## src/sle_pkg.sv

```systemverilog
`timescale 1ns / 1ps
// ----------------------------------------------------------------------------
// Sorted list engine package
// Shared word types, operation and status codes, and the command and status
// groups that pass between the controller and the datapath.
// ----------------------------------------------------------------------------
package sle_pkg;

    localparam int CAPACITY_DEF = 16;
    localparam int VALUE_W      = 32;
    localparam int OP_W         = 3;
    localparam int ST_W         = 3;
    localparam int OCC_W        = 5;

    // Operation codes of an input word.
    localparam logic [OP_W-1:0] OP_INSERT    = 3'd0;
    localparam logic [OP_W-1:0] OP_REMOVE    = 3'd1;
    localparam logic [OP_W-1:0] OP_SEARCH    = 3'd2;
    localparam logic [OP_W-1:0] OP_DUMP_ASC  = 3'd3;
    localparam logic [OP_W-1:0] OP_DUMP_DESC = 3'd4;
    localparam logic [OP_W-1:0] OP_CLEAR     = 3'd5;

    // Status codes of a result word.
    localparam logic [ST_W-1:0] ST_INSERTED  = 3'd0;
    localparam logic [ST_W-1:0] ST_REMOVED   = 3'd1;
    localparam logic [ST_W-1:0] ST_NOT_FOUND = 3'd2;
    localparam logic [ST_W-1:0] ST_FOUND     = 3'd3;
    localparam logic [ST_W-1:0] ST_FULL      = 3'd4;
    localparam logic [ST_W-1:0] ST_ELEMENT   = 3'd5;
    localparam logic [ST_W-1:0] ST_EMPTY     = 3'd6;
    localparam logic [ST_W-1:0] ST_CLEARED   = 3'd7;

    // Source of the element field of a result word.
    localparam logic [1:0] ESEL_OPERAND = 2'd0;
    localparam logic [1:0] ESEL_ZERO    = 2'd1;
    localparam logic [1:0] ESEL_HEAD    = 2'd2;
    localparam logic [1:0] ESEL_TAIL    = 2'd3;

    typedef struct packed {
        logic [OP_W-1:0]           operation;
        logic signed [VALUE_W-1:0] value;
    } t_in_word;

    typedef struct packed {
        logic [ST_W-1:0]           status;
        logic signed [VALUE_W-1:0] element;
        logic [OCC_W-1:0]          occupancy;
        logic                      last;
    } t_out_word;

    typedef struct packed {
        logic            latch;
        logic            cmp;
        logic            ins;
        logic            rem;
        logic            clr;
        logic            emit;
        logic            rot_asc;
        logic            rot_desc;
        logic            last;
        logic [ST_W-1:0] status;
        logic [1:0]      esel;
    } t_sle_cmd;

    typedef struct packed {
        logic [OP_W-1:0] op;
        logic            full;
        logic            found;
        logic            empty;
        logic            dump_last;
    } t_sle_stat;

endpackage

```

## src/sorted_list_engine_top.sv

```systemverilog
`timescale 1ns / 1ps
// ----------------------------------------------------------------------------
// Sorted list engine
// Keeps signed 32-bit values in ascending order with insert, remove, search,
// dump and clear operations.
// ----------------------------------------------------------------------------
// Usage:
// An input word carries an operation and a value and is taken at a rising
// edge where i_in_valid is high and o_in_stall is low. Result words leave on
// o_out_data under o_out_valid and are taken when i_out_stall is low; each
// result word holds until taken. The last result of an operation has last
// set. Codes 6 and 7 of the operation field produce no result.
// Insert, remove, search and clear give one result each: the compare
// state registers the per-cell compares, then the apply state shifts the
// cell chain and loads the result register. The next word is taken in the
// apply state, so a new word is taken only once the compares of the last
// one are registered. A dump of an empty store gives one empty word, else one
// result per stored value, one a cycle while the output is not stalled, by
// rotating the cell chain through its head or tail; the next word can be
// taken in the cycle after its last result is loaded.
// A stall on the output holds the sequencer in its emit state with the
// result register full, and the input stays stalled meanwhile; only while
// idle can one word still be taken and compared. Reset empties the store at
// once; it needs no clearing pass.
// ----------------------------------------------------------------------------
module sorted_list_engine_top import sle_pkg::*; #(
    parameter int CAPACITY = CAPACITY_DEF
) (
    input  logic      i_clk,
    input  logic      i_rst_n,
    input  logic      i_in_valid,
    output logic      o_in_stall,
    input  t_in_word  i_in_data,
    output logic      o_out_valid,
    input  logic      i_out_stall,
    output t_out_word o_out_data
);

    t_sle_cmd  w_cmd;
    t_sle_stat w_stat;

    // The controller decides what happens each cycle from the datapath's
    // compare and count flags and from the output handshake.
    sle_ctrl u_ctrl (
        .i_clk       (i_clk),
        .i_rst_n     (i_rst_n),
        .i_in_valid  (i_in_valid),
        .o_in_stall  (o_in_stall),
        .i_out_stall (i_out_stall),
        .o_out_valid (o_out_valid),
        .i_stat      (w_stat),
        .o_cmd       (w_cmd)
    );

    // The datapath holds the values, one register cell each, and the result
    // register that drives the output word.
    sle_datapath #(
        .CAPACITY (CAPACITY)
    ) u_datapath (
        .i_clk      (i_clk),
        .i_rst_n    (i_rst_n),
        .i_in_data  (i_in_data),
        .i_cmd      (w_cmd),
        .o_stat     (w_stat),
        .o_out_data (o_out_data)
    );

endmodule

```

## src/sle_datapath.sv

```systemverilog
`timescale 1ns / 1ps
// ----------------------------------------------------------------------------
// Sorted list engine datapath
// A chain of value cells with a comparator per cell, the entry count, the
// operand register and the result register.
// ----------------------------------------------------------------------------
module sle_datapath import sle_pkg::*; #(
    parameter int CAPACITY = CAPACITY_DEF
) (
    input  logic      i_clk,
    input  logic      i_rst_n,
    input  t_in_word  i_in_data,
    input  t_sle_cmd  i_cmd,
    output t_sle_stat o_stat,
    output t_out_word o_out_data
);

    localparam int CW = $clog2(CAPACITY + 1);
    localparam int IW = $clog2(CAPACITY);

    logic signed [VALUE_W-1:0] r_cell [CAPACITY];
    logic [CAPACITY-1:0]       r_lt;
    logic [CAPACITY-1:0]       r_eq;
    logic [CW-1:0]             r_count;
    logic [CW-1:0]             n_count;
    logic [IW-1:0]             r_idx;
    logic [OP_W-1:0]           r_op;
    logic signed [VALUE_W-1:0] r_value;
    t_out_word                 r_out;
    logic [CW-1:0]             w_tail_full;
    logic [IW-1:0]             w_tail;
    logic signed [VALUE_W-1:0] w_elem;

    assign w_tail_full = r_count - 1'b1;
    assign w_tail      = w_tail_full[IW-1:0];

    // One cell per storage slot. Each cell looks at its neighbors, the
    // operand and the registered compare bits; head and tail see each other.
    for (genvar g = 0; g < CAPACITY; g++) begin : g_cell
        logic                      w_valid;
        logic                      w_ins_here;
        logic signed [VALUE_W-1:0] w_left;
        logic signed [VALUE_W-1:0] w_right;
        logic signed [VALUE_W-1:0] n_cell;

        assign w_valid = CW'(g) < r_count;

        if (g == 0) begin : g_head
            assign w_ins_here = 1'b1;
            assign w_left     = r_cell[w_tail];
        end else begin : g_body
            assign w_ins_here = r_lt[g-1];
            assign w_left     = r_cell[g-1];
        end

        if (g == CAPACITY - 1) begin : g_end
            assign w_right = r_cell[g];
        end else begin : g_mid
            assign w_right = r_cell[g+1];
        end

        always_comb begin
            n_cell = r_cell[g];
            if (i_cmd.ins && !r_lt[g]) begin
                n_cell = w_ins_here ? r_value : w_left;
            end else if (i_cmd.rem && !r_lt[g]) begin
                n_cell = w_right;
            end else if (i_cmd.rot_asc) begin
                n_cell = (CW'(g + 1) == r_count) ? r_cell[0] : w_right;
            end else if (i_cmd.rot_desc) begin
                n_cell = w_left;
            end
        end

        always_ff @(posedge i_clk) begin
            r_cell[g] <= n_cell;
            if (i_cmd.cmp) begin
                r_lt[g] <= w_valid && (r_cell[g] < r_value);
                r_eq[g] <= w_valid && (r_cell[g] == r_value);
            end
        end
    end

    always_comb begin
        n_count = r_count;
        if (i_cmd.clr) begin
            n_count = '0;
        end else if (i_cmd.ins) begin
            n_count = r_count + 1'b1;
        end else if (i_cmd.rem) begin
            n_count = r_count - 1'b1;
        end
    end

    always_comb begin
        unique case (i_cmd.esel)
            ESEL_OPERAND: w_elem = r_value;
            ESEL_ZERO:    w_elem = '0;
            ESEL_HEAD:    w_elem = r_cell[0];
            ESEL_TAIL:    w_elem = r_cell[w_tail];
            default:      w_elem = r_value;
        endcase
    end

    always_ff @(posedge i_clk) begin
        if (!i_rst_n) begin
            r_count <= '0;
        end else begin
            r_count <= n_count;
        end
        if (i_cmd.latch) begin
            r_op    <= i_in_data.operation;
            r_value <= i_in_data.value;
        end
        if (i_cmd.cmp) begin
            r_idx <= '0;
        end else if (i_cmd.rot_asc || i_cmd.rot_desc) begin
            r_idx <= r_idx + 1'b1;
        end
        if (i_cmd.emit) begin
            r_out.status    <= i_cmd.status;
            r_out.element   <= w_elem;
            r_out.occupancy <= OCC_W'(n_count);
            r_out.last      <= i_cmd.last;
        end
    end

    assign o_stat.op        = r_op;
    assign o_stat.full      = r_count >= CW'(CAPACITY);
    assign o_stat.found     = |r_eq;
    assign o_stat.empty     = r_count == '0;
    assign o_stat.dump_last = CW'(r_idx) == w_tail_full;
    assign o_out_data       = r_out;

    a_count_bound: assert property (@(posedge i_clk) disable iff (!i_rst_n)
        r_count <= CW'(CAPACITY))
        else $error("entry count beyond capacity");

    a_ins_not_full: assert property (@(posedge i_clk) disable iff (!i_rst_n)
        i_cmd.ins |-> r_count < CW'(CAPACITY))
        else $error("insert applied to a full store");

    a_rem_found: assert property (@(posedge i_clk) disable iff (!i_rst_n)
        i_cmd.rem |-> (|r_eq))
        else $error("remove applied without a matching value");

endmodule

```

## src/sle_ctrl.sv

```systemverilog
`timescale 1ns / 1ps
// ----------------------------------------------------------------------------
// Sorted list engine controller
// Sequences capture, compare, update and result emission, and owns the
// handshake of both channels.
// ----------------------------------------------------------------------------
module sle_ctrl import sle_pkg::*; (
    input  logic      i_clk,
    input  logic      i_rst_n,
    input  logic      i_in_valid,
    output logic      o_in_stall,
    input  logic      i_out_stall,
    output logic      o_out_valid,
    input  t_sle_stat i_stat,
    output t_sle_cmd  o_cmd
);

    localparam logic [1:0] S_IDLE  = 2'd0;
    localparam logic [1:0] S_CMP   = 2'd1;
    localparam logic [1:0] S_APPLY = 2'd2;
    localparam logic [1:0] S_DUMP  = 2'd3;

    logic [1:0] r_state;
    logic [1:0] n_state;
    logic       r_out_valid;
    logic       n_out_valid;
    logic       w_out_free;

    assign w_out_free = !r_out_valid || !i_out_stall;

    always_comb begin
        n_state    = r_state;
        o_cmd      = '0;
        o_in_stall = 1'b1;
        unique case (r_state)
            S_IDLE: begin
                o_in_stall = 1'b0;
                if (i_in_valid) begin
                    o_cmd.latch = 1'b1;
                    n_state     = S_CMP;
                end
            end
            S_CMP: begin
                o_cmd.cmp = 1'b1;
                case (i_stat.op) inside
                    OP_INSERT, OP_REMOVE, OP_SEARCH, OP_CLEAR: n_state = S_APPLY;
                    OP_DUMP_ASC, OP_DUMP_DESC:                 n_state = S_DUMP;
                    default:                                   n_state = S_IDLE;
                endcase
            end
            S_APPLY: begin
                if (w_out_free) begin
                    o_cmd.emit = 1'b1;
                    o_cmd.last = 1'b1;
                    o_cmd.esel = ESEL_OPERAND;
                    case (i_stat.op)
                        OP_INSERT: begin
                            o_cmd.ins    = !i_stat.full;
                            o_cmd.status = i_stat.full ? ST_FULL : ST_INSERTED;
                        end
                        OP_REMOVE: begin
                            o_cmd.rem    = i_stat.found;
                            o_cmd.status = i_stat.found ? ST_REMOVED : ST_NOT_FOUND;
                        end
                        OP_SEARCH: begin
                            o_cmd.status = i_stat.found ? ST_FOUND : ST_NOT_FOUND;
                        end
                        default: begin
                            o_cmd.clr    = 1'b1;
                            o_cmd.status = ST_CLEARED;
                        end
                    endcase
                    // The next word is taken in the same cycle as the update.
                    o_in_stall = 1'b0;
                    if (i_in_valid) begin
                        o_cmd.latch = 1'b1;
                        n_state     = S_CMP;
                    end else begin
                        n_state = S_IDLE;
                    end
                end
            end
            S_DUMP: begin
                if (w_out_free) begin
                    o_cmd.emit = 1'b1;
                    if (i_stat.empty) begin
                        o_cmd.status = ST_EMPTY;
                        o_cmd.esel   = ESEL_ZERO;
                        o_cmd.last   = 1'b1;
                        n_state      = S_IDLE;
                    end else begin
                        o_cmd.status = ST_ELEMENT;
                        o_cmd.last   = i_stat.dump_last;
                        if (i_stat.op == OP_DUMP_ASC) begin
                            o_cmd.esel    = ESEL_HEAD;
                            o_cmd.rot_asc = 1'b1;
                        end else begin
                            o_cmd.esel     = ESEL_TAIL;
                            o_cmd.rot_desc = 1'b1;
                        end
                        if (i_stat.dump_last) begin
                            n_state = S_IDLE;
                        end
                    end
                end
            end
            default: begin
                n_state = S_IDLE;
            end
        endcase
    end

    always_comb begin
        n_out_valid = r_out_valid;
        if (o_cmd.emit) begin
            n_out_valid = 1'b1;
        end else if (!i_out_stall) begin
            n_out_valid = 1'b0;
        end
    end

    always_ff @(posedge i_clk) begin
        if (!i_rst_n) begin
            r_state     <= S_IDLE;
            r_out_valid <= 1'b0;
        end else begin
            r_state     <= n_state;
            r_out_valid <= n_out_valid;
        end
    end

    assign o_out_valid = r_out_valid;

    a_emit_free: assert property (@(posedge i_clk) disable iff (!i_rst_n)
        o_cmd.emit |-> (!r_out_valid || !i_out_stall))
        else $error("result word overwritten while stalled");

    a_accept_cmp: assert property (@(posedge i_clk) disable iff (!i_rst_n)
        (i_in_valid && !o_in_stall) |=> r_state == S_CMP)
        else $error("accepted word not sent to compare");

    a_accept_state: assert property (@(posedge i_clk) disable iff (!i_rst_n)
        !o_in_stall |-> (r_state == S_IDLE || r_state == S_APPLY))
        else $error("input open while busy");

endmodule

```

## config.mk

```make
export PLATFORM = sky130hd
export DESIGN_NAME = sorted_list_engine_top
export DESIGN_NICKNAME = d
export VERILOG_FILES = /design/src/sle_pkg.sv /design/src/sorted_list_engine_top.sv /design/src/sle_datapath.sv /design/src/sle_ctrl.sv
export SDC_FILE = /design/constraint.sdc
export NUM_CORES = 2
export LEC_CHECK = 0
export BUFFER_PORTS_ARGS = -buffer_cell sky130_fd_sc_hd__buf_2
export CAP_MARGIN = 30
export CORE_UTILIZATION = 48
export DETAILED_ROUTE_END_ITERATION = 16
export MAX_ROUTING_LAYER = met4
export PLACE_DENSITY = 0.6
export SLEW_MARGIN = 30
export SYNTH_ARGS = -nofsm -noshare
export SYNTH_HDL_FRONTEND = slang
export SYNTH_HIERARCHICAL = 1
export SYNTH_SLANG_ARGS = --single-unit
```

## constraint.sdc

```tcl
create_clock -name i_clk -period 9.55 [get_ports i_clk]
set_clock_uncertainty 0.15 [all_clocks]
set_input_delay 1.91 -clock i_clk [delete_from_list [all_inputs] [get_ports i_clk]]
set_output_delay 1.91 -clock i_clk [all_outputs]
set_load 0.01 [all_outputs]
```

======== After elaboration in Yosys (flattened, before gate mapping) ========
Memories as Yosys holds them, arrays and structs flattened.
Cells that the tools add are included.
word-level totals
  bits of input ports ..................... 39
  bits in registers ....................... 120
  bits in latches ......................... 0
  RAM bits ................................ 512
  bits in read-only memories .............. 0
  memories ................................ 1
  logic and storage cells ................. 357
operators by class
  bitwise gates (word level) .............. 0
  shift operators ......................... 0
  magnitude comparators ................... 33
  equal/unequal tests ..................... 49
  reductions and logical operators ........ 94
  div/mod/pow operators ................... 0
  muxes and demuxes ....................... 135
  add/sub/neg operators ................... 3
  multipliers ............................. 0
memories
  name               words  bits a word  rd ports  clocked after memory_dff  wr ports  line                source
  u_datapath.r_cell  16     32           17        0                         16        sle_datapath.sv:21  logic signed [VALUE_W-1:0] r_cell [CAPACITY];
operator list
  kind                  number
  $mux W32              95
  $eq A32 B32 Y1        16
  $lt A32 B32 Y1        16
  $pmux W32 S4          1
  $logic_and A1 B1 Y1   64
  $eq A4 B5 Y1 const A  8
  $lt A4 B5 Y1 const A  8
  $eq A3 B5 Y1 const A  4
  $lt A3 B5 Y1 const A  4
  $mux W2               10
  $logic_not A1 Y1      19
  $reduce_or A16 Y1     1
  $mux W5               3
  $mux W1               14
  $mux W6               2
  $pmux W6 S2           1
  $eq A2 B5 Y1 const A  2
  $lt A1 B5 Y1 const A  2
  $lt A2 B5 Y1 const A  2
  $mux W9               1
  $pmux W3 S3           1
  $eq A2 B2 Y1 const B  4
  $pmux W2 S4           1
  $eq A3 B2 Y1 const B  2
  other kinds (24)      33

======== Logic depth before layout (Yosys ltp) ========
  depth after elaboration ................. 9
  mapped depth ............................ 17

======== Hierarchy ========
The synthesis kept the hierarchy.
by module, submodules not included
  module        instances  area each (um^2)  seq. area each (um^2)  cells an instance
  sle_datapath  1          53219.8           18798.0                5635
  sle_ctrl      1          324.1             60.1                   52

======== Worst setup path before layout ========
OpenSTA, ideal clock, no wires.
  path type ............................... input to register
  start point ............................. in i_out_stall
  end point ............................... mem u_datapath.r_cell[15][0], enable pin
  library setup time ...................... 0.466 ns
  buffers on the path ..................... 3
  setup slack ............................. 3.136 ns
  stages on the path ...................... 11
  arrival ................................. 5.798 ns
  required time ........................... 8.934 ns
  cell sequence ........................... nand2_1 nand2_2 inv_2 nand3b_1 nor3_1 buf_2 clkbuf_1 clkbuf_1 and3_1 a21oi_1 o21ai_0
RTL lines
  what         line                          source
  from (decl)  sorted_list_engine_top.sv:35  input logic i_out_stall,
  to (decl)    sle_datapath.sv:21

==> metrics <==
run status=finished clean; achievable frequency=approximately 160 MHz; number of DRC violations after detailed routing=0; switching power total=2.48 mW; share of flip-flops with an asynchronous set or reset=0%; register area share after synthesis=35.2%; Relative slew margins=22.3%; CP Capture Point=u_datapath/r_cell[3][25]; Arr. time, crit path=around 6400 ps; fraction of power consumed by sequential logic=40.8%; synthesis-to-finish area growth=9.02%; post-CTS sizing=0; count of state elements after synthesis=632; leak pwr=about 22 nW; Critical path origin=i_out_stall; initial DRC count=8807; Post-Synthesis Net Count=about 6200; Crit Reg-Reg Startpoint=u_datapath/r_count[0]; Clk network pwr share=40.1%; RSZ-0062 raised after global routing=no; final setup violation count=0; shortest clock period the worst path allows after layout=6240 ps; cell internal pwr=approximately 5.7 mW; critical path's most frequent cell=buf_4; CTS buffer count=80; portion of synthesized cell area occupied by the leading cell type=34.8%; cell type with the largest total area after synthesis=edfxtp_1; floorplan die area=~110000 µm²; series of cell instances along the critical path=buf_2 -> nand2_1 -> nand2_2 -> inv_2 -> buf_4 -> nand2_1 -> nor3_2 -> buf_4 -> nor2b_4 -> buf_4 -> or4_2 -> buf_4; Critical Path Fanout Max=65; Die X-Extent=between 300 and 400 µm; worst skew pair latency=between 600 and 700 ps; most used standard cell by instance count after synthesis=a21oi_1; Syn Area/Cell=approximately 9.4 µm²; register-to-register setup slack=4030 ps; Routability Congestion=1.07; Vias per Instance=7.19; startpoint of the tightest hold check path=u_datapath/r_idx[3]; layout cell share with drive strength beyond 1=approximately 14%; buffer type at the clock tree root=clkbuf_16; post-CTS setup buffer count=0; placeable core region=approximately 110000 µm²; Seq. cell area=18900 µm²; GRT Total Usage=a little over two fifths; CTS tree=built; number of synthesized flops with an enable pin=620; antenna violations before repair=15; top cells by instance count after synthesis=824 x a21oi_1, 702 x nand2_1, 620 x edfxtp_1; IO Port Bufs=81; via count=51100; Register-to-Register Path Depth=11; placed insts=just under 7000; largest incremental delay on the critical path=720 ps; type of element launching the critical path=primary input; end of the worst register-to-register path=u_datapath/r_cell[8][13]; number of H-tree branching levels=3; standard-cell row count=122; Crit path required time=9700 ps; CTS hold repair buffers=0; Setup crit end kind=flop; fin nets=6092; Max Transition Viols Final=0; largest net degree at the start of global routing=100; FILL cells=9972; library cells used by synthesis=73; post-CTS clock slew at the launch and capture registers of the worst setup and hold paths=50 ps; first-pass iteration count of the detailed router=7; die height=approximately 340 µm; combinational group share of total power=19.1%; DP HPWL=around 160000 µm; via count of the first global-routing pass=around 46000; post-detailed-routing wire length=246000 µm; Setup TNS Final=0 ps; overflow left after global routing=0; class of the worst hold path=reg -> reg; final cycle utilization of the critical path=65.4%; peak supply drop=135 µV; Worst Tran Pin Value=1170 ps; final antenna-violating net count=0; total power divided by cell area=139 nW/µm²; Primary FF master, synth=edfxtp_1; number of cells on the worst hold path=2; Longest Clk Path Bufs=3; initial core utilization=48.4%; biggest area contributors in the synthesized netlist=edfxtp_1 35%, ha_1 12%, a21oi_1 7.7%, mux4_2 6.7%, o21ai_0 5.0%; utilization after layout=52.7%; Slowest-stage cell, CP=nor3_2; switching part of the total=30.4%; synthesized area=53500 µm²; number of failing hold endpoints at the final stage=0; Worst Setup Path Type=in -> reg; area of the multi-input gates=32900 µm²; Ports=82; first-pass GRT wire length=341000 µm; routed wirelength normalized by instance count=between 30 and 40 µm; max_cap viols=0; final cell count without fillers=7102; total clock sinks=632; Warnings, synthesis=6; number of cells produced by synthesis=5687
-- power groups by stage --
stage / Clock (mW) / Combinational [mW] / Sequential, mW
after floorplan: 0 / 0.974 / 3.28
after global placement: 0 / 1.44 / 3.37
after detailed placement: 0 / 1.48 / 3.36
after CTS: 3.28 / 1.49 / 3.30
after global routing: 3.36 / 1.63 / 3.32
final: 3.26 / 1.56 / 3.32
-- routing by layer --
metal | global-route usage [%] | up-vias | share of wire, %
li1 | - | 21500 | -
met1 | 55.9 | 24500 | 37
met2 | 59.2 | 4206 | 40
met3 | 16.9 | 811 | 16
met4 | 23.7 | 0 | 6.4
met5 | - | - | 0
-- placed cells by master, fill, tap and decap left out, drive strengths merged, types with 43 or more instances in the layout --
| cell type | count |
|---|---|
| nand2 | 703 |
| a211oi | 97 |
| mux2 | 219 |
| edfxtp | 620 |
| clkbuf | 98 |
| ha | 518 |
| mux4 | 160 |
| buf | 225 |
| nand4 | 71 |
| o21a | 43 |
| nor2 | 232 |
| a21o | 59 |
| a21oi | 831 |
| o21ai | 598 |
| inv | 134 |
| mux2i | 228 |
| o22ai | 189 |
| nand3 | 85 |
-- cell families after synthesis --
family	Yosys count	share of synthesized area [%]
buffers and inverters	591	4.46
flip-flops	632	35.2
XOR/XNOR	11	0.208
multiplexers	607	15.6
AO/OA/AOI/OAI	1991	21.2
adder cells (fa/ha/maj)	518	12.1
AND/OR/NAND/NOR	1337	11.2
-- worst min path at each step --
stage / end / slack [ps]
5_1_grt: u_datapath/r_idx[3] / 380
2_1_floorplan: u_datapath/r_idx[3] / 320
6_report: u_datapath/r_idx[3] / 350
3_3_place_gp: u_datapath/r_idx[3] / 340
4_1_cts: u_datapath/r_idx[1] / 360
3_5_place_dp: u_datapath/r_idx[1] / 350
-- final cells by class --
| type | instances | area share (%) |
|---|---|---|
| well taps | 1488 | 3.19 |
| diodes | 16 | 0.0686 |
| flip-flops and latches | 632 | 32.3 |
| inverters | 132 | 0.864 |
| multi-input cells | 4464 | 56.3 |
| repair buffers | 225 | 2.68 |
| clock buffers | 98 | 3.76 |
| clock inverters | 47 | 0.851 |
-- worst max-delay path: cells and delay by family --
| family | cells | cell delay (ps) |
|---|---|---|
| simple gates | 6 | 1940 |
| buf+inv | 6 | 2440 |
-- registers in the layout (all words and copies together), names as in the netlist, 3 cells and up --
register and cells:
u_datapath/r_cell 512, u_datapath/r_value 32, u_datapath/r_op 3, u_datapath/g_cell.w_ins_here 15, u_datapath/r_count 5, u_datapath/o_out_data 41, u_datapath/r_eq 16, u_datapath/r_idx 4
-- per-stage QoR --
step / hold WS [ps] / setup WS, ps / total power, mW / area [µm²]
3_5_place_dp: 348 / 2860 / 4.84 / 55600
6_report: 355 / 3310 / 8.13 / 58400
2_1_floorplan: 320 / 3140 / 4.25 / 53500
3_3_place_gp: 336 / 2950 / 4.81 / 55400
5_1_grt: 384 / 3280 / 8.31 / 58400
4_1_cts: 355 / 3550 / 8.07 / 58300
Note: power is estimated with default switching activity, not from simulation.
